--- src/sv/rcfd_pkg.sv ---
// ----------------------------------------------------------------------------
// rcfd_pkg
// Shared types, field tags, register indexes and reset values of the
// remote-control frame decoder with link watchdog.
// ----------------------------------------------------------------------------
package rcfd_pkg;

    // Frame geometry
    localparam int FRAME_BYTES = 18;
    localparam int POS_W       = 5;

    typedef logic [POS_W-1:0]           pos_t;
    typedef logic [FRAME_BYTES-1:0][7:0] frame_t;
    typedef logic [4:0]                 tag_t;
    typedef logic signed [16:0]         value_t;
    typedef logic signed [11:0]         chan_t;

    localparam pos_t POS_LAST = POS_W'(FRAME_BYTES - 1);
    localparam pos_t POS_IDLE = POS_W'(FRAME_BYTES);

    // Input request kinds
    localparam logic OP_BYTE = 1'b0;
    localparam logic OP_TICK = 1'b1;

    // Result tags
    localparam tag_t TAG_CH0       = 5'd0;
    localparam tag_t TAG_CH1       = 5'd1;
    localparam tag_t TAG_CH2       = 5'd2;
    localparam tag_t TAG_CH3       = 5'd3;
    localparam tag_t TAG_CH4       = 5'd4;
    localparam tag_t TAG_SW0       = 5'd5;
    localparam tag_t TAG_SW1       = 5'd6;
    localparam tag_t TAG_MOUSE_X   = 5'd7;
    localparam tag_t TAG_MOUSE_Y   = 5'd8;
    localparam tag_t TAG_MOUSE_Z   = 5'd9;
    localparam tag_t TAG_BTN_L     = 5'd10;
    localparam tag_t TAG_BTN_R     = 5'd11;
    localparam tag_t TAG_KEYS      = 5'd12;
    localparam tag_t TAG_VEL_FWD   = 5'd13;
    localparam tag_t TAG_VEL_SIDE  = 5'd14;
    localparam tag_t TAG_VEL_TURN  = 5'd15;
    localparam tag_t TAG_VEL_LIFT  = 5'd16;
    localparam tag_t TAG_COUNT     = 5'd17;

    // Configuration register map
    localparam int APB_ADDR_W = 5;
    typedef logic [2:0] reg_idx_t;
    localparam reg_idx_t REG_ONLINE_RELOAD  = 3'd0;
    localparam reg_idx_t REG_LOST_THRESHOLD = 3'd1;
    localparam reg_idx_t REG_CHANNEL_CENTER = 3'd2;
    localparam reg_idx_t REG_GAIN_FORWARD   = 3'd3;
    localparam reg_idx_t REG_GAIN_SIDEWAYS  = 3'd4;
    localparam reg_idx_t REG_GAIN_TURN      = 3'd5;
    localparam reg_idx_t REG_GAIN_LIFT      = 3'd6;

    localparam logic [7:0]  RST_ONLINE_RELOAD  = 8'd250;
    localparam logic [7:0]  RST_LOST_THRESHOLD = 8'd50;
    localparam logic [10:0] RST_CHANNEL_CENTER = 11'd1024;
    localparam logic [15:0] RST_GAIN_FORWARD   = 16'd3972;
    localparam logic [15:0] RST_GAIN_SIDEWAYS  = 16'd3972;
    localparam logic [15:0] RST_GAIN_TURN      = 16'd4766;
    localparam logic [15:0] RST_GAIN_LIFT      = 16'd794;

    typedef struct packed {
        logic [7:0]  online_reload;
        logic [7:0]  lost_threshold;
        logic [10:0] channel_center;
        logic [15:0] gain_forward;
        logic [15:0] gain_sideways;
        logic [15:0] gain_turn;
        logic [15:0] gain_lift;
    } cfg_t;

    // Start of a result run, from the frame assembler to the emitter
    typedef struct packed {
        logic       frame;
        logic       tick;
        logic [7:0] count;
        logic       lost;
    } launch_t;

endpackage

--- src/sv/rcfd_regs.sv ---
// ----------------------------------------------------------------------------
// rcfd_regs
// Configuration register file behind a simple APB-style port.
// ----------------------------------------------------------------------------
module rcfd_regs
(
    input  logic                             clk,
    input  logic                             rst_n,
    input  logic                             psel,
    input  logic                             penable,
    input  logic                             pwrite,
    input  logic [rcfd_pkg::APB_ADDR_W-1:0]  paddr,
    input  logic [31:0]                      pwdata,
    output logic [31:0]                      prdata,
    output logic                             pready,
    output rcfd_pkg::cfg_t                   cfg
);

    rcfd_pkg::cfg_t     cfg_reg;
    rcfd_pkg::cfg_t     cfg_next;
    rcfd_pkg::reg_idx_t reg_idx;
    logic               wr_en;

    assign pready  = 1'b1;
    assign reg_idx = paddr[4:2];
    assign wr_en   = psel && penable && pwrite;
    assign cfg     = cfg_reg;

    // Update the addressed register on the access phase of a write
    always_comb
    begin
        cfg_next = cfg_reg;
        if (wr_en)
        begin
            case (reg_idx)
                rcfd_pkg::REG_ONLINE_RELOAD:  cfg_next.online_reload  = pwdata[7:0];
                rcfd_pkg::REG_LOST_THRESHOLD: cfg_next.lost_threshold = pwdata[7:0];
                rcfd_pkg::REG_CHANNEL_CENTER: cfg_next.channel_center = pwdata[10:0];
                rcfd_pkg::REG_GAIN_FORWARD:   cfg_next.gain_forward   = pwdata[15:0];
                rcfd_pkg::REG_GAIN_SIDEWAYS:  cfg_next.gain_sideways  = pwdata[15:0];
                rcfd_pkg::REG_GAIN_TURN:      cfg_next.gain_turn      = pwdata[15:0];
                rcfd_pkg::REG_GAIN_LIFT:      cfg_next.gain_lift      = pwdata[15:0];
                default:                      cfg_next = cfg_reg;
            endcase
        end
    end

    always_ff @(posedge clk or negedge rst_n)
    begin
        if (!rst_n)
        begin
            cfg_reg.online_reload  <= rcfd_pkg::RST_ONLINE_RELOAD;
            cfg_reg.lost_threshold <= rcfd_pkg::RST_LOST_THRESHOLD;
            cfg_reg.channel_center <= rcfd_pkg::RST_CHANNEL_CENTER;
            cfg_reg.gain_forward   <= rcfd_pkg::RST_GAIN_FORWARD;
            cfg_reg.gain_sideways  <= rcfd_pkg::RST_GAIN_SIDEWAYS;
            cfg_reg.gain_turn      <= rcfd_pkg::RST_GAIN_TURN;
            cfg_reg.gain_lift      <= rcfd_pkg::RST_GAIN_LIFT;
        end
        else
        begin
            cfg_reg <= cfg_next;
        end
    end

    // Read back the addressed register
    always_comb
    begin
        case (reg_idx)
            rcfd_pkg::REG_ONLINE_RELOAD:  prdata = {24'd0, cfg_reg.online_reload};
            rcfd_pkg::REG_LOST_THRESHOLD: prdata = {24'd0, cfg_reg.lost_threshold};
            rcfd_pkg::REG_CHANNEL_CENTER: prdata = {21'd0, cfg_reg.channel_center};
            rcfd_pkg::REG_GAIN_FORWARD:   prdata = {16'd0, cfg_reg.gain_forward};
            rcfd_pkg::REG_GAIN_SIDEWAYS:  prdata = {16'd0, cfg_reg.gain_sideways};
            rcfd_pkg::REG_GAIN_TURN:      prdata = {16'd0, cfg_reg.gain_turn};
            rcfd_pkg::REG_GAIN_LIFT:      prdata = {16'd0, cfg_reg.gain_lift};
            default:                      prdata = 32'd0;
        endcase
    end

endmodule

--- src/sv/rcfd_assembler.sv ---
// ----------------------------------------------------------------------------
// rcfd_assembler
// Collects frame bytes, keeps the link watchdog and launches result runs.
// ----------------------------------------------------------------------------
module rcfd_assembler
(
    input  logic                 clk,
    input  logic                 rst_n,
    input  rcfd_pkg::cfg_t       cfg,
    input  logic                 in_valid,
    output logic                 in_ready,
    input  logic                 op,
    input  logic [7:0]           byte_value,
    input  logic                 frame_start,
    input  logic                 emit_busy,
    output rcfd_pkg::launch_t    launch,
    output rcfd_pkg::frame_t     frame_view
);

    rcfd_pkg::pos_t   pos_reg;
    rcfd_pkg::pos_t   pos_next;
    rcfd_pkg::pos_t   pos_eff;
    logic [7:0]       count_reg;
    logic [7:0]       count_next;
    logic             lost_reg;
    logic             lost_next;
    rcfd_pkg::frame_t bytes_reg;

    logic             is_tick;
    logic             byte_store;
    logic             frame_done;
    logic             accept;

    // Byte slot after an optional restart
    assign pos_eff    = frame_start ? '0 : pos_reg;
    assign is_tick    = (op == rcfd_pkg::OP_TICK);
    assign byte_store = !is_tick && (pos_eff != rcfd_pkg::POS_IDLE);
    assign frame_done = !is_tick && (pos_eff == rcfd_pkg::POS_LAST);

    // Hold only requests that would start a run while one is still draining
    assign in_ready = !(emit_busy && (is_tick || frame_done));
    assign accept   = in_valid && in_ready;

    // Frame position and watchdog
    always_comb
    begin
        pos_next   = pos_reg;
        count_next = count_reg;
        lost_next  = lost_reg;
        if (accept)
        begin
            if (is_tick)
            begin
                if (count_reg <= cfg.lost_threshold)
                begin
                    lost_next = 1'b1;
                end
                else
                begin
                    count_next = count_reg - 8'd1;
                end
            end
            else
            begin
                if (byte_store)
                begin
                    pos_next = pos_eff + rcfd_pkg::pos_t'(1);
                end
                else
                begin
                    pos_next = pos_eff;
                end
                if (frame_done)
                begin
                    count_next = cfg.online_reload;
                    lost_next  = 1'b0;
                end
            end
        end
    end

    always_ff @(posedge clk or negedge rst_n)
    begin
        if (!rst_n)
        begin
            pos_reg   <= rcfd_pkg::POS_IDLE;
            count_reg <= rcfd_pkg::RST_ONLINE_RELOAD;
            lost_reg  <= 1'b1;
        end
        else
        begin
            pos_reg   <= pos_next;
            count_reg <= count_next;
            lost_reg  <= lost_next;
        end
    end

    // Store the byte at its slot
    always_ff @(posedge clk)
    begin
        for (int i = 0; i < rcfd_pkg::FRAME_BYTES; i++)
        begin
            if (accept && byte_store && (pos_eff == rcfd_pkg::pos_t'(i)))
            begin
                bytes_reg[i] <= byte_value;
            end
        end
    end

    // Complete frame as seen with the final byte in place
    always_comb
    begin
        frame_view = bytes_reg;
        frame_view[rcfd_pkg::FRAME_BYTES-1] = byte_value;
    end

    assign launch.frame = accept && frame_done;
    assign launch.tick  = accept && is_tick;
    assign launch.count = count_next;
    assign launch.lost  = lost_next;

endmodule

--- src/sv/rcfd_emitter.sv ---
// ----------------------------------------------------------------------------
// rcfd_emitter
// Holds a decoded frame or tick report; sends its tagged results one per cycle
// when not stalled, via a shared velocity multiplier into the output register.
// ----------------------------------------------------------------------------
module rcfd_emitter
(
    input  logic                 clk,
    input  logic                 rst_n,
    input  rcfd_pkg::cfg_t       cfg,
    input  rcfd_pkg::launch_t    launch,
    input  rcfd_pkg::frame_t     frame_view,
    output logic                 busy,
    output logic                 out_valid,
    input  logic                 out_ready,
    output rcfd_pkg::tag_t       out_tag,
    output rcfd_pkg::value_t     out_value,
    output logic                 out_lost,
    output logic                 out_last
);

    // Run state
    logic             run_valid_reg;
    logic             run_valid_next;
    logic             run_tick_reg;
    rcfd_pkg::tag_t   run_idx_reg;
    rcfd_pkg::tag_t   run_idx_next;
    logic [7:0]       run_count_reg;
    logic             run_lost_reg;
    rcfd_pkg::frame_t run_bytes_reg;
    rcfd_pkg::chan_t  run_ch_reg [5];

    // Output register
    logic             out_valid_reg;
    rcfd_pkg::tag_t   out_tag_reg;
    rcfd_pkg::value_t out_value_reg;
    logic             out_lost_reg;
    logic             out_last_reg;

    logic             out_load;
    logic             step;
    logic             run_last;
    logic             run_done;
    logic             launch_any;

    logic [10:0]      raw [5];
    rcfd_pkg::chan_t  ch_next [5];

    rcfd_pkg::chan_t  vel_ch;
    logic [15:0]      vel_gain;
    logic signed [28:0] vel_prod;
    logic signed [20:0] vel_shift;
    logic [15:0]      vel_sat;

    rcfd_pkg::tag_t   res_tag;
    rcfd_pkg::value_t res_value;

    assign out_load   = !out_valid_reg || out_ready;
    assign step       = run_valid_reg && out_load;
    assign run_last   = run_tick_reg || (run_idx_reg == rcfd_pkg::TAG_VEL_LIFT);
    assign run_done   = step && run_last;
    assign busy       = run_valid_reg && !run_done;
    assign launch_any = launch.frame || launch.tick;

    // Unpack raw channels and centre them as the frame is taken
    always_comb
    begin
        raw[0] = {frame_view[1][2:0], frame_view[0]};
        raw[1] = {frame_view[2][5:0], frame_view[1][7:3]};
        raw[2] = {frame_view[4][0], frame_view[3], frame_view[2][7:6]};
        raw[3] = {frame_view[5][3:0], frame_view[4][7:1]};
        raw[4] = {frame_view[17][2:0], frame_view[16]};
        for (int i = 0; i < 5; i++)
        begin
            ch_next[i] = $signed({1'b0, raw[i]}) - $signed({1'b0, cfg.channel_center});
        end
    end

    // Advance the run
    always_comb
    begin
        run_valid_next = run_valid_reg;
        run_idx_next   = run_idx_reg;
        if (run_done)
        begin
            run_valid_next = 1'b0;
        end
        else if (step)
        begin
            run_idx_next = run_idx_reg + rcfd_pkg::tag_t'(1);
        end
        if (launch_any)
        begin
            run_valid_next = 1'b1;
            run_idx_next   = rcfd_pkg::TAG_CH0;
        end
    end

    always_ff @(posedge clk or negedge rst_n)
    begin
        if (!rst_n)
        begin
            run_valid_reg <= 1'b0;
            run_idx_reg   <= rcfd_pkg::TAG_CH0;
            run_tick_reg  <= 1'b0;
        end
        else
        begin
            run_valid_reg <= run_valid_next;
            run_idx_reg   <= run_idx_next;
            if (launch_any)
            begin
                run_tick_reg <= launch.tick;
            end
        end
    end

    // Capture the frame or the tick report
    always_ff @(posedge clk)
    begin
        if (launch.frame)
        begin
            run_bytes_reg <= frame_view;
            for (int i = 0; i < 5; i++)
            begin
                run_ch_reg[i] <= ch_next[i];
            end
        end
        if (launch.tick)
        begin
            run_count_reg <= launch.count;
            run_lost_reg  <= launch.lost;
        end
    end

    // Pick the channel and gain of the velocity in turn
    always_comb
    begin
        case (run_idx_reg)
            rcfd_pkg::TAG_VEL_FWD:
            begin
                vel_ch   = run_ch_reg[2];
                vel_gain = cfg.gain_forward;
            end
            rcfd_pkg::TAG_VEL_SIDE:
            begin
                vel_ch   = run_ch_reg[3];
                vel_gain = cfg.gain_sideways;
            end
            rcfd_pkg::TAG_VEL_TURN:
            begin
                vel_ch   = run_ch_reg[0];
                vel_gain = cfg.gain_turn;
            end
            default:
            begin
                vel_ch   = run_ch_reg[1];
                vel_gain = cfg.gain_lift;
            end
        endcase
    end

    // Scale, floor by 256 and saturate to 16 bits
    assign vel_prod  = vel_ch * $signed({1'b0, vel_gain});
    assign vel_shift = vel_prod[28:8];

    always_comb
    begin
        if (vel_shift[20:15] == 6'b000000 || vel_shift[20:15] == 6'b111111)
        begin
            vel_sat = vel_shift[15:0];
        end
        else if (vel_shift[20])
        begin
            vel_sat = 16'h8000;
        end
        else
        begin
            vel_sat = 16'h7FFF;
        end
    end

    // Select the field of the current result
    always_comb
    begin
        res_tag = run_tick_reg ? rcfd_pkg::TAG_COUNT : run_idx_reg;
        case (res_tag)
            rcfd_pkg::TAG_CH0:      res_value = 17'(run_ch_reg[0]);
            rcfd_pkg::TAG_CH1:      res_value = 17'(run_ch_reg[1]);
            rcfd_pkg::TAG_CH2:      res_value = 17'(run_ch_reg[2]);
            rcfd_pkg::TAG_CH3:      res_value = 17'(run_ch_reg[3]);
            rcfd_pkg::TAG_CH4:      res_value = 17'(run_ch_reg[4]);
            rcfd_pkg::TAG_SW0:      res_value = {15'd0, run_bytes_reg[5][5:4]};
            rcfd_pkg::TAG_SW1:      res_value = {15'd0, run_bytes_reg[5][7:6]};
            rcfd_pkg::TAG_MOUSE_X:  res_value = {run_bytes_reg[7][7], run_bytes_reg[7],
                                                 run_bytes_reg[6]};
            rcfd_pkg::TAG_MOUSE_Y:  res_value = {run_bytes_reg[9][7], run_bytes_reg[9],
                                                 run_bytes_reg[8]};
            rcfd_pkg::TAG_MOUSE_Z:  res_value = {run_bytes_reg[11][7], run_bytes_reg[11],
                                                 run_bytes_reg[10]};
            rcfd_pkg::TAG_BTN_L:    res_value = {9'd0, run_bytes_reg[12]};
            rcfd_pkg::TAG_BTN_R:    res_value = {9'd0, run_bytes_reg[13]};
            rcfd_pkg::TAG_KEYS:     res_value = {1'b0, run_bytes_reg[15], run_bytes_reg[14]};
            rcfd_pkg::TAG_VEL_FWD,
            rcfd_pkg::TAG_VEL_SIDE,
            rcfd_pkg::TAG_VEL_TURN,
            rcfd_pkg::TAG_VEL_LIFT: res_value = {vel_sat[15], vel_sat};
            rcfd_pkg::TAG_COUNT:    res_value = {9'd0, run_count_reg};
            default:                res_value = '0;
        endcase
    end

    // Output register: load whenever it is empty or being taken
    always_ff @(posedge clk or negedge rst_n)
    begin
        if (!rst_n)
        begin
            out_valid_reg <= 1'b0;
        end
        else if (out_load)
        begin
            out_valid_reg <= run_valid_reg;
        end
    end

    always_ff @(posedge clk)
    begin
        if (step)
        begin
            out_tag_reg   <= res_tag;
            out_value_reg <= res_value;
            out_lost_reg  <= run_tick_reg && run_lost_reg;
            out_last_reg  <= run_last;
        end
    end

    assign out_valid = out_valid_reg;
    assign out_tag   = out_tag_reg;
    assign out_value = out_value_reg;
    assign out_lost  = out_lost_reg;
    assign out_last  = out_last_reg;

endmodule

--- src/sv/rc_frame_decoder_with_link_watchdog.sv ---
// Path: a tick report or the first result of a frame passes the run registers
// and then the output register; the rest follow one per cycle unless stalled.
// Throughput: one request per cycle. A tick or a frame-closing byte is held
// while the previous run (17 results for a frame, one for a tick) drains.
// Reset: asynchronous, active low; waits for a start byte, link lost, count 250.
// ----------------------------------------------------------------------------
// rc_frame_decoder_with_link_watchdog
// Remote-control frame decoder: assembles 18-byte frames, emits 17 tagged
// fields per frame and keeps a link watchdog driven by tick requests.
// ----------------------------------------------------------------------------
module rc_frame_decoder_with_link_watchdog
(
    input  logic                             clk,
    input  logic                             rst_n,
    // APB configuration port
    input  logic                             psel,
    input  logic                             penable,
    input  logic                             pwrite,
    input  logic [rcfd_pkg::APB_ADDR_W-1:0]  paddr,
    input  logic [31:0]                      pwdata,
    output logic [31:0]                      prdata,
    output logic                             pready,
    // Input stream
    input  logic                             s_tvalid,
    output logic                             s_tready,
    input  logic [7:0]                       s_tdata,  // [7:0] byte_value
    input  logic [1:0]                       s_tuser,  // [0] op, [1] frame_start
    // Result stream
    output logic                             m_tvalid,
    input  logic                             m_tready,
    output logic [23:0]                      m_tdata,  // [16:0] field_value, rest zero
    output logic [5:0]                       m_tuser,  // [4:0] field_tag, [5] link_lost
    output logic                             m_tlast   // last_of_run
);

    rcfd_pkg::cfg_t    cfg;
    rcfd_pkg::launch_t launch;
    rcfd_pkg::frame_t  frame_view;
    logic              emit_busy;
    rcfd_pkg::tag_t    out_tag;
    rcfd_pkg::value_t  out_value;
    logic              out_lost;

    rcfd_regs u_regs
    (
        .clk     (clk),
        .rst_n   (rst_n),
        .psel    (psel),
        .penable (penable),
        .pwrite  (pwrite),
        .paddr   (paddr),
        .pwdata  (pwdata),
        .prdata  (prdata),
        .pready  (pready),
        .cfg     (cfg)
    );

    rcfd_assembler u_assembler
    (
        .clk         (clk),
        .rst_n       (rst_n),
        .cfg         (cfg),
        .in_valid    (s_tvalid),
        .in_ready    (s_tready),
        .op          (s_tuser[0]),
        .byte_value  (s_tdata),
        .frame_start (s_tuser[1]),
        .emit_busy   (emit_busy),
        .launch      (launch),
        .frame_view  (frame_view)
    );

    rcfd_emitter u_emitter
    (
        .clk        (clk),
        .rst_n      (rst_n),
        .cfg        (cfg),
        .launch     (launch),
        .frame_view (frame_view),
        .busy       (emit_busy),
        .out_valid  (m_tvalid),
        .out_ready  (m_tready),
        .out_tag    (out_tag),
        .out_value  (out_value),
        .out_lost   (out_lost),
        .out_last   (m_tlast)
    );

    // Pack the result fields
    assign m_tdata = {7'd0, out_value};
    assign m_tuser = {out_lost, out_tag};

endmodule

--- config.mk ---
export PLATFORM = sky130hd
export DESIGN_NAME = rc_frame_decoder_with_link_watchdog
export DESIGN_NICKNAME = d
export VERILOG_FILES = /design/src/sv/rcfd_pkg.sv /design/src/sv/rcfd_regs.sv /design/src/sv/rcfd_assembler.sv /design/src/sv/rcfd_emitter.sv /design/src/sv/rc_frame_decoder_with_link_watchdog.sv
export SDC_FILE = /design/constraint.sdc
export NUM_CORES = 1
export LEC_CHECK = 0
export ABC_AREA = 0
export BUFFER_PORTS_ARGS = -buffer_cell sky130_fd_sc_hd__buf_4
export CELL_PAD_IN_SITES_DETAIL_PLACEMENT = 1
export CELL_PAD_IN_SITES_GLOBAL_PLACEMENT = 1
export CORE_UTILIZATION = 46
export DETAILED_ROUTE_END_ITERATION = 12
export PLACE_DENSITY_LB_ADDON = 0.1
export SLEW_MARGIN = 20
export SYNTH_ARGS = -nofsm -noshare
export SYNTH_HDL_FRONTEND = slang
export SYNTH_SLANG_ARGS = --single-unit
export TNS_END_PERCENT = 100
--- constraint.sdc ---
create_clock -name clk -period 12.6 [get_ports clk]
set_clock_uncertainty 0.1 [all_clocks]
set_input_delay 2.52 -clock clk [delete_from_list [all_inputs] [get_ports clk]]
set_output_delay 2.52 -clock clk [all_outputs]
set_load 0.1 [all_outputs]
# ---- Word level (Yosys, flattened, before mapping)
# Memory sizes are Yosys's and may differ from the RTL's.
# Index checks and enable logic that the tools add are counted.
dict set report op_classes {
  add_sub_neg 8
  n_mul 1
  magnitude_cmp 1
  eq_ne 47
  n_mux 24
  bitwise 1
  reduce_logical 55
}
# cell count
set op_table {}
lappend op_table {{$pmux 17 s15} 1}
lappend op_table {{$pmux 16 s7} 1}
lappend op_table {{$eq 5x4->1 const B} 19}
lappend op_table {{$sub 11x11->12} 5}
lappend op_table {{$pmux 16 s3} 1}
lappend op_table {{$eq 5x3->1 const B} 8}
lappend op_table {{$pmux 12 s3} 1}
lappend op_table {{$mux 16} 2}
lappend op_table {{$mux 8} 4}
lappend op_table {{$logic_and 1x1->1} 30}
lappend op_table {{$mux 5} 6}
lappend op_table {{$mul 12x17->29} 1}
lappend op_table {{$eq 5x5->1 const B} 5}
lappend op_table {{$eq 5x2->1 const B} 4}
lappend op_table {{$reduce_and 2->1} 9}
lappend op_table {{$add 5x1->5 const B} 2}
lappend op_table {{$eq 5x1->1 const B} 2}
lappend op_table {{$logic_not 5->1} 2}
lappend op_table {{$eq 3x3->1 const B} 3}
lappend op_table {{$le 8x8->1} 1}
lappend op_table {{$mux 1} 8}
lappend op_table {{$sub 8x1->8 const B} 1}
lappend op_table {{$eq 3x2->1 const B} 2}
lappend op_table {{$eq 6x6->1 const B} 1}
lappend op_table {{other kinds (10)} 18}
dict set report word_totals {
  regBits 370
  mem_bits_rw 60
  input_bits 54
  out_inout_bits 66
  memories 1
}
# memory depth width rd rd_ports_with_merged_regs write_ports line_no
set memory_table {}
lappend memory_table {u_emitter.run_ch_reg 5 12 5 0 5 rcfd_emitter.sv:31} ;# rcfd_pkg::chan_t run_ch_reg [5];

# ---- Depth between registers and ports, before layout
dict set report depth {
  ltp_word 13
  mapped_depth 33
  mapped_depth_nobuf 27
}

# ---- By module
# Synthesis repeated with hierarchy kept, for this count alone.
dict set report hier_totals {
  cells_unflattened 2281
  area_unflattened_um2 26217.6
}
# mod instances cells_per_inst area_each_um2 seq_area_each_um2
set modules_own_cells {}
lappend modules_own_cells {rcfd_emitter 1 1642 16324.4 5515.3}
lappend modules_own_cells {rcfd_assembler 1 306 5437.7 4445.5}
lappend modules_own_cells {rcfd_regs 1 324 4391.7 2319.7}
lappend modules_own_cells {rc_frame_decoder_with_link_watchdog 1 9 63.8 0.0}

# ---- Least setup slack after synthesis
# OpenSTA, ideal clock, no wires.
dict set report synth_path {
  kind {input to register}
  startpoint {input s_tuser[1]}
  endpoint {register u_emitter.run_bytes_reg[100] (netlist bit), enable pin}
  setup_time_ns 0.824
  t_arrival_ns 14.941
  slack_ns -3.266
  cell_stages 8
  path_cell_list {nand2b_1 inv_1 ha_1 and2_1 clkbuf_1 o21bai_1 nand2_1 nor3_1}
}
# element line_no
set synth_rtl {}
lappend synth_rtl {{from (decl)} rc_frame_decoder_with_link_watchdog.sv:27} ;# input logic [1:0] s_tuser,
lappend synth_rtl {{to (signal assigned)} rcfd_emitter.sv:123} ;# run_bytes_reg <= frame_view;
lappend synth_rtl {{to (decl)} rcfd_emitter.sv:30} ;# rcfd_pkg::frame_t run_bytes_reg;

# ---- Final worst setup path
dict set report layout_path {
  startpoint {register u_emitter.run_idx_reg[0]}
  endpoint {register u_emitter.out_value_reg[9] (netlist: u_emitter.out_value[9]), data pin}
}
dict set report layout_via {
  elab_chain_cells 7
}
# element line_no
set layout_lines {}
lappend layout_lines {{from (decl)} rcfd_emitter.sv:26} ;# rcfd_pkg::tag_t run_idx_reg;
lappend layout_lines {{from (signal assigned)} rcfd_emitter.sv:104} ;# run_idx_reg <= rcfd_pkg::TAG_CH0;
lappend layout_lines {{from (signal assigned)} rcfd_emitter.sv:110} ;# run_idx_reg <= run_idx_next;
lappend layout_lines {{$eq 5x4->1} rcfd_emitter.sv:139} ;# case (run_idx_reg)
lappend layout_lines {{$pmux 12 s3 or $pmux 16 s3 (tied branches)} rcfd_emitter.sv:139}
lappend layout_lines {{$mul 12x17->29} rcfd_emitter.sv:164} ;# assign vel_prod = vel_ch * $signed({1'b0, vel_gain});
lappend layout_lines {{$eq 6x6->1 or $logic_not 6->1 (tied branches)} rcfd_emitter.sv:169} ;# if (vel_shift[20:15] == 6'b000000 || vel_shift[20:15] == 6'b111111)
lappend layout_lines {{$logic_or 1x1->1} rcfd_emitter.sv:169}
lappend layout_lines {{$mux 16} rcfd_emitter.sv:169}
lappend layout_lines {{$pmux 17 s15 (*)} rcfd_emitter.sv:187} ;# case (res_tag)
lappend layout_lines {{via u_emitter.res_value[9]} rcfd_emitter.sv:56} ;# rcfd_pkg::value_t res_value;
lappend layout_lines {{to (signal assigned)} rcfd_emitter.sv:231} ;# out_value_reg <= res_value;
lappend layout_lines {{to (decl)} rcfd_emitter.sv:36} ;# rcfd_pkg::value_t out_value_reg;
# Mark *: on every way through the listed nets, which the timed path passes. The rest lies on a longest branch.
# A chain may end at the register's enable or synchronous reset.

==> impl_metrics.py <==
metrics = {
    "worst_setup_path": {
        "cp_num_buf_inv": 6,
        "cp_max_fo": 49,
        "critPathKind": "flop to flop",
        "end_kind": "flop",
        "required_ns": 12.87,
        "critPathLaunchType": "flop",
        "slowest_delay_ns": 0.94,
        "worst_ep_arrival_time_ns": 10.15,
        "crit_family": "adder cells",
        "crit_top_cell": "fa_1",
        "slowest_stage": "or3_2",
    },
    "layout": {
        "area_growth_pct": 11.1,
        "largest_reg_flops": 136,
        "fin_cells": 3156,
        "seqCellArea_sq_mm": 0.0123,
        "diodes": 0,
        "fill_cells": 5911,
        "nets": 2724,
        "final_cell_mix": "edfxtp_1, inv_1, nand2_1",
        "multi_input_area_sq_mm": 0.0123,
        "drive_above_1_share_pct": 14.1,
        "final_common_cell": "edfxtp_1",
        "final_core_util_pct": 52.0,
        "final_area_sq_mm": 0.0289,
    },
    "timing": {
        "worstMarginPinSlew_ns": 1.15,
        "fin_crit_ns": 9.88,
        "rsz0062_at_grt": "false",
        "slew_headroom_pct": 23.1,
        "hold_violations": 0,
        "maxSlewViolCount": 0,
        "setup_violations": 0,
        "fin_ws_ns": 2.72,
        "finalCritPeriodShare_pct": 78.4,
        "fmax_mhz": 101,
        "fin_tns_setup_ns": 0,
    },
    "clock_tree": {
        "cts_hold_buf": 0,
        "path_clk_slew_ns": 0.06,
        "cts-resized-gates": 0,
        "tritoncts": "yes",
        "cts_setup_buffers": 0,
        "cts_root_buf": "clkbuf_16",
        "htree_num_levels": 2,
        "cts_buffers": 46,
        "cts.sinks": 426,
        "clkLatencyLatePin_ns": 0.59,
        "cts.path.max_buffers": 3,
    },
    "die": {
        "die_w_um": 240,
        "fp.dieH_um": 240,
        "dieArea_sq_mm": 0.0575,
        "io_pins": 120,
        "initial_core_util_pct": 46.9,
        "rows": 86,
        "core_sq_mm": 0.0555,
    },
    "yosys": {
        "yosysSeqAreaShare_pct": 47.2,
        "netlist_area_sq_mm": 0.0260,
        "avgSynthCellArea_sq_um": 11.3,
        "yosysWarnings": 0,
        "synth_ff_type": "edfxtp_1",
        "synth_edf_count": 313,
        "ys_ff_latch": 426,
        "async_flop_share_pct": 26.5,
        "ys_types": 78,
        "synthCells": 2298,
    },
    "placed_design": {
        "placed_area_sq_mm": 0.0274,
        "io_buffers": 77,
        "dpl.hpwl_um": 57400,
        "place_inst": 3071,
        "place_ws_ns": 2.52,
        "gp_congestion": 0.881,
    },
    "routing": {
        "viasPerCell": 5.80,
        "finalWirelength_um": 78300,
        "dr.pass1.iters": 7,
        "routedWlPerCell_um": 24.8,
        "drtIter0Drc": 1551,
        "via_count": 18309,
        "route.detailed.drc": 0,
        "postRouteAntennaNets": 0,
    },
    "flow_run": {
        "max_cap_violations": 0,
    },
    "grt": {
        "grt_usage_pct": 28.2,
        "overflow": 0,
        "grt_pass1_vias": 19867,
        "grt_pass1_wl_um": 120000,
        "antenna_found_initial": 2,
        "grt_max_degree": 76,
    },
    "status": {
        "status": "complete, no violations",
    },
    "power_and_ir_drop": {
        "ir_drop_v": 0.000176,
        "power_density_mw_per_mm2": 226,
        "power_leakage_nw": 11.9,
    },
    "worst_hold_path": {
        "hp-class": "flop to flop",
    },
}
==> cells by family (layout without fill, tap and decap cells) <==
| kind of cell | after synthesis | in the layout | synth area share [%] |
|---|---|---|---|
| simple gates | 636 | 636 | 10.9 |
| flops | 426 | 426 | 47.2 |
| compound gates | 402 | 402 | 11.1 |
| buf+inv | 379 | 467 | 5.90 |
| fa+ha+maj | 299 | 299 | 18.5 |
| mux | 118 | 118 | 5.10 |
| xor+xnor | 36 | 36 | 1.24 |
| other cells | 2 | 24 | 0.0289 |
==> layout make-up <==
type                       instances  area share, %
tap                              748           3.24
inverter                         271           3.52
multi-input combinational       1515           42.7
clock buffer                      69           4.53
timing repair buffer             111           2.88
clock inverter                    16          0.602
sequential                       426           42.5
==> per-layer routing <==
layer	share of wire [%]	track usage (%)	routed length [um]
met1	42	36.4	32700
met2	50	49.4	39400
met3	4.6	2.96	3610
met4	3.3	9.32	2620
met5	0.017	0	13
==> Yosys cell counts (34+ instances only) <==
| cell type | n | share of area [%] |
|---|---|---|
| edfxtp_1 | 313 | 36 |
| inv_1 | 271 | 3.9 |
| nand2_1 | 246 | 3.5 |
| nor2_1 | 194 | 2.8 |
| ha_1 | 155 | 7.5 |
| fa_1 | 144 | 11 |
| mux2_2 | 86 | 3.7 |
| o21ai_0 | 74 | 1.4 |
| clkbuf_1 | 70 | 1.0 |
| dfrtp_1 | 70 | 6.7 |
| a21oi_1 | 62 | 1.2 |
| a22oi_1 | 50 | 1.4 |
| and2_1 | 46 | 1.1 |
| dfstp_2 | 43 | 4.3 |
| a222oi_1 | 42 | 1.6 |
| nor3_1 | 34 | 0.65 |
==> path summary, 6_finish.rpt <==
path                                                  startpoint                                     end  slack [ns]  depth (start not counted)
max in group asynchronous                                  rst_n              u_regs.cfg[29]$_DFFE_PN0P_        9.21                          2
min                        u_assembler.frame_view[104]$_DFFE_PP_  u_emitter.run_bytes_reg[104]$_DFFE_PP_        0.32                          0
min reg2reg                u_assembler.frame_view[104]$_DFFE_PP_  u_emitter.run_bytes_reg[104]$_DFFE_PP_        0.32                          0
max reg2reg                 u_emitter.run_idx_reg[0]$_DFFE_PN0P_        u_emitter.out_value[9]$_DFFE_PP_        2.72                         27
max                         u_emitter.run_idx_reg[0]$_DFFE_PN0P_        u_emitter.out_value[9]$_DFFE_PP_        2.72                         27
min in group asynchronous                                  rst_n              u_regs.cfg[52]$_DFFE_PN0P_        1.95                          1
==> per-stage QoR <==
stage	hold WS [ns]	total power, mW
floorplan	0.300	4.14
CTS	0.319	6.58
finish	0.317	6.54
global route	0.322	6.99
global placement	0.301	5.13
detailed placement	0.305	5.23
==> power by group <==
part           internal (mW)  leakage, nW  switching, mW
combinational           1.23         7.03           2.21
clock                  0.766        0.722          0.568
sequential              1.66         4.16         0.0996
total                   3.66         11.9           2.87
Note: power is estimated with default switching activity, not from simulation.
